**config.mk**
```make
export PLATFORM = sky130hd
export DESIGN_NAME = hpts_ctrl
export DESIGN_NICKNAME = d
export VERILOG_FILES = /design/src/sv/hpts_pkg.sv /design/src/sv/hpts_ctrl.sv
export SDC_FILE = /design/constraint.sdc
export NUM_CORES = 1
export LEC_CHECK = 0
export ABC_AREA = 1
export ABC_CLOCK_PERIOD_IN_PS = 1700
export BUFFER_PORTS_ARGS = -buffer_cell sky130_fd_sc_hd__buf_2
export CAP_MARGIN = 15
export CORE_ASPECT_RATIO = 1.25
export CORE_MARGIN = 2
export CORE_UTILIZATION = 53
export CTS_CLUSTER_DIAMETER = 60
export DETAILED_ROUTE_END_ITERATION = 16
export PLACE_DENSITY = 0.77
export SYNTH_ARGS = -nofsm -noshare
export SYNTH_HDL_FRONTEND = slang
export SYNTH_SLANG_ARGS = --single-unit
```
**constraint.sdc**
```tcl
create_clock -name clk -period 1.7 [get_ports clk]
set_input_delay 0.425 -clock clk [delete_from_list [all_inputs] [get_ports clk]]
set_output_delay 0.425 -clock clk [all_outputs]
set_load 0.05 [all_outputs]
```
**src/sv/hpts_pkg.sv**
```systemverilog
// ----------------------------------------------------------------------------
// hpts_pkg
// Shared types, constants and helpers for the hex pattern trigger sequencer.
// ----------------------------------------------------------------------------
package hpts_pkg;

    localparam int TRACKS      = 16;
    localparam int PATTERNS    = 128;
    localparam int MAX_NIBBLES = 16;
    localparam int TRK_W       = $clog2(TRACKS);
    localparam int PAT_W       = $clog2(PATTERNS);
    localparam int ADDR_W      = PAT_W + TRK_W;
    localparam int DEPTH       = PATTERNS * TRACKS;

    localparam logic [31:0] LFSR_TAPS    = 32'h8020_0003;
    localparam logic [15:0] PULSE_RESET  = 16'd480;
    localparam logic [31:0] SEED_RESET   = 32'd1;

    typedef enum logic [1:0] {
        OP_TICK  = 2'd0,
        OP_PAT   = 2'd1,
        OP_TRACK = 2'd2,
        OP_NONE  = 2'd3
    } op_t;

    typedef enum logic [1:0] {
        CFG_DELAY = 2'd0,
        CFG_PULSE = 2'd1,
        CFG_SEED  = 2'd2
    } cfg_idx_t;

    typedef enum logic [3:0] {
        ST_CLEAR,
        ST_IDLE,
        ST_WRITE,
        ST_TICK,
        ST_READ,
        ST_WAIT,
        ST_EVAL,
        ST_PULSE,
        ST_OUT
    } state_t;

    typedef struct packed {
        logic             clear_wr;
        logic             capture;
        logic             do_write;
        logic             tick_prep;
        logic             rd_issue;
        logic             eval;
        logic             pulse;
        logic             step_done;
        logic             out_load;
        logic [TRK_W-1:0] trk;
    } cmd_t;

    typedef struct packed {
        logic is_tick;
        logic do_step;
    } stat_t;

    function automatic logic [31:0] lfsr_advance(input logic [31:0] v);
        logic [31:0] s;
        s = {1'b0, v[31:1]};
        if (v[0])
        begin
            s = s ^ LFSR_TAPS;
        end
        return s;
    endfunction

endpackage

```
**src/sv/hpts_ctrl.sv**
```systemverilog
// ----------------------------------------------------------------------------
// hpts_ctrl
// Sequencer controller: clear pass, writes, and per-track step walk.
// ----------------------------------------------------------------------------
module hpts_ctrl
    import hpts_pkg::*;
(
    input  logic  clk,
    input  logic  rst_n,
    input  logic  in_valid,
    output logic  in_stall,
    output logic  out_valid,
    input  logic  out_stall,
    input  stat_t stat,
    output cmd_t  cmd
);

    state_t              state_reg, state_next;
    logic [ADDR_W-1:0]   cnt_reg, cnt_next;
    logic                ov_reg, ov_next;

    always_ff @(posedge clk or negedge rst_n)
    begin
        if (!rst_n)
        begin
            state_reg <= ST_CLEAR;
            cnt_reg   <= '0;
            ov_reg    <= 1'b0;
        end
        else
        begin
            state_reg <= state_next;
            cnt_reg   <= cnt_next;
            ov_reg    <= ov_next;
        end
    end

    assign out_valid = ov_reg;
    assign in_stall  = (state_reg != ST_IDLE) || ov_reg;

    always_comb
    begin
        state_next = state_reg;
        cnt_next   = cnt_reg;
        ov_next    = ov_reg && out_stall;
        cmd        = '0;
        cmd.trk    = cnt_reg[TRK_W-1:0];
        case (state_reg)
            ST_CLEAR:
            begin
                cmd.clear_wr = 1'b1;
                cnt_next     = cnt_reg + 1'b1;
                if (cnt_reg == ADDR_W'(DEPTH - 1))
                begin
                    cnt_next   = '0;
                    state_next = ST_IDLE;
                end
            end
            ST_IDLE:
            begin
                if (in_valid && !ov_reg)
                begin
                    cmd.capture = 1'b1;
                    state_next  = ST_WRITE;
                end
            end
            ST_WRITE:
            begin
                if (stat.is_tick)
                begin
                    state_next = ST_TICK;
                end
                else
                begin
                    cmd.do_write = 1'b1;
                    state_next   = ST_OUT;
                end
            end
            ST_TICK:
            begin
                cmd.tick_prep = 1'b1;
                cnt_next      = '0;
                state_next    = ST_PULSE;
                if (stat.do_step)
                begin
                    state_next = ST_READ;
                end
            end
            ST_READ:
            begin
                cmd.rd_issue = 1'b1;
                state_next   = ST_WAIT;
            end
            ST_WAIT:
            begin
                state_next = ST_EVAL;
            end
            ST_EVAL:
            begin
                cmd.eval = 1'b1;
                cnt_next = cnt_reg + 1'b1;
                state_next = ST_READ;
                if (cnt_reg[TRK_W-1:0] == TRK_W'(TRACKS - 1))
                begin
                    cmd.step_done = 1'b1;
                    state_next    = ST_PULSE;
                end
            end
            ST_PULSE:
            begin
                cmd.pulse  = 1'b1;
                state_next = ST_OUT;
            end
            ST_OUT:
            begin
                cmd.out_load = 1'b1;
                ov_next      = 1'b1;
                state_next   = ST_IDLE;
            end
            default:
            begin
                state_next = ST_IDLE;
            end
        endcase
    end

endmodule

```
==> impl_metrics.tcl <==
set metrics [dict create \
    via_per_inst 5.05 \
    overflow 0 \
    syn_area_per_cell_um2 7.05 \
    fin_ws_ns -0.166 \
    crit_type "reg -> out" \
    coreArea_um2 1810 \
    switching_share_pct 52.7 \
    synthDistinctLibCells 24 \
    gp_congestion 0.833 \
    synth_flop_cell "dfrtp_1" \
    rsz0062_at_grt "yes" \
    clk_pin_slew_ns 0.10 \
    initial_core_util_pct 57.7 \
    antenna_found_initial 0 \
    status "complete, but fails checks" \
    reg2reg_depth 7 \
    synth_fp_nets 155 \
    yosysTopAreaCell "dfrtp_1" \
    diodes 0 \
    grt_usage_pct 21.2 \
    startpoint "state_reg[3]$_DFFE_PN0P_" \
    io_buffers 20 \
    dp_hpwl_um 1620 \
    hold_viol 0 \
    stdcell_count 192 \
    syn2layout_area_growth_pct 27.3 \
    initialDrtViolationCount 4 \
    worst_pin_slew_ns 0.361 \
    cp.arrival_ns 1.44 \
    yosysWarnings 0 \
    die_w_um 43.7 \
    ir_worst_vdd_v 0.00139 \
    fin_worst_skew_ns 0.00433 \
    dr.pass1.iters 4 \
    cts.path.max_buffers 2 \
    nets 181 \
    clkPwrFrac_pct 11.0 \
    cp_slowest_cell "dfrtp_2" \
    slew_headroom_pct 75.9 \
    grt_pass1_wl_um 3670 \
    power_density_nw_per_um2 1780 \
    cp_cell_sequence "nor2_4, nand3_2, or2_4, nor2_4, buf_6" \
    cts_htree_levels 1 \
    hold_path.class "in -> async" \
    clock_latency_ns 0.29 \
    wirelength_um 2170 \
    vias 969 \
    synth_area_leaders "dfrtp_1 (38%), nand2_1 (13%), inv_1 (9.7%)" \
    place_ws_ns 0.0403 \
    ys_top_cells_by_count "nand2_1 (35), inv_1 (27), nor2_1 (24), dfrtp_1 (16), nand3_1 (12)" \
    cpMostUsedCell "nor2_4" \
    fmax_ghz 0.536 \
    cts_buffers 3 \
    fillers 135 \
    combPwrFrac_pct 63.5 \
    ant_nets 0 \
    first_global_vias 923 \
    rr_startpoint "state_reg[0]$_DFFE_PN0P_" \
    layout_worst_path_cycle_share_pct 110 \
    cp_max_fo 4 \
    min_period_ns 1.87 \
    die_y_um 53.6 \
    placed_area_um2 1150 \
    fin_util_pct 73.5 \
    synthCells 148 \
    synth_edf_count 0 \
    switchingPower_uw 1250 \
    grt_max_degree 17 \
    drc 0 \
    power_frac_seq_pct 25.5 \
    cts_hold_buf 0 \
    tritoncts "yes" \
    rows 17 \
    ys_seq_area_share_pct 38.4 \
    p_leak_uw 0.000750 \
    drive_gt1_share_pct 33.5 \
    crit_path_max_incr_delay_ns 0.46 \
    max_cap_viol_count 0 \
    cts.sinks 16 \
    cp_data_required_time_ns 1.27 \
    crit_path_end_kind "output pin" \
    cp-start-kind "flop" \
    dp_cells 183 \
    wl_per_cell_um 11.3 \
    dieArea_um2 2340 \
    ys_ff_latch 16 \
    p_int_uw 1120 \
    violations "setup timing" \
    largest_reg_flops 11 \
    syn-cell-area_um2 1040 \
    synth.most_common_cell "nand2_1" \
    setup_viol 10 \
    synth.top_cell.area_share_pct 38.4 \
    stdcell_area_um2 1330 \
    cts-root-buf "clkbuf_4" \
    async_flop_share_pct 100 \
    io_pins 21 \
    drv_slew 0 \
]
[metal layers]
metal,up-vias,GRT usage [%],wire [um]
li1,499,-,-
met1,451,25.3,964
met2,14,37.7,1120
met3,5,3.02,48
met4,0,9.09,37
met5,-,0,0
[cell usage in the layout, fill, tap and decap left out, types with 2 or more instances in the layout]
master / n
nand2_1: 34
inv_1: 23
nor2_1: 18
dfrtp_1: 14
buf_2: 11
nand3_1: 10
buf_6: 8
inv_2: 6
o21ai_0: 6
nor2_4: 5
buf_4: 5
nor2_2: 4
nand2_2: 4
nand3_2: 3
xor2_1: 3
clkbuf_4: 3
buf_8: 2
dfrtp_2: 2
[through the flow]
stage / setup TNS [ns] / hold WS [ns] / total power (uW)
detailed placement: 0 / 0.357 / 1880
global route: -1.37 / 0.0367 / 2540
global placement: 0 / 0.352 / 1850
floorplan: -0.0284 / 0.129 / 1720
CTS: -0.525 / 0.0384 / 2310
finish: -0.783 / 0.0212 / 2370
[worst max-delay path: cells and delay by family (launching register included)]
family	cells	cell delay (ns)
buf+inv	1	0.16
flops	1	0.46
simple gates	4	0.54
[power by group through the flow]
stage / clock (uW) / combinational (uW) / sequential, uW
floorplan: 0 / 1120 / 607
global placement: 0 / 1250 / 601
detailed placement: 0 / 1270 / 609
CTS: 260 / 1450 / 605
global route: 280 / 1640 / 620
finish: 261 / 1500 / 603
[layout make-up]
type / instances / area [um^2] / area share [%]
sequential: 16 / 403 / 30.3
multi-input combinational: 98 / 544 / 41.0
inverter: 29 / 109 / 8.19
timing repair buffer: 26 / 213 / 16.0
clock buffer: 4 / 36.3 / 2.73
tap: 19 / 23.8 / 1.79
[what timing repair did]
action / CTS / global route
endpoints found under the setup margin: 10 / 12
buffers inserted: 4 / 1
pin swaps: 5 / 4
resized for setup: 27 / 8
[path summary, 6_finish.rpt]
path,to,slack (ns)
hold / removal,cnt_reg[0]$_DFFE_PN0P_,0.02
max in group asynchronous,state_reg[0]$_DFFE_PN0P_,1.40
setup reg to reg,cnt_reg[3]$_DFFE_PN0P_,0.14
min in group clk,out_valid$_DFF_PN0_,0.36
hold reg to reg,out_valid$_DFF_PN0_,0.58
setup / recovery,cmd[11],-0.17
[kinds of logic (layout without fill, tap and decap cells)]
kind of cell / Yosys count / count (layout) / share of synthesized area, %
flip-flops: 16 / 16 / 38.4
adder cells (fa/ha/maj): 1 / 1 / 1.20
AND/OR/NAND/NOR: 84 / 84 / 37.9
XOR/XNOR: 3 / 3 / 2.52
buffers and inverters: 34 / 59 / 14.7
AO/OA/AOI/OAI: 10 / 10 / 5.28
(Power assumes the default switching activity.)
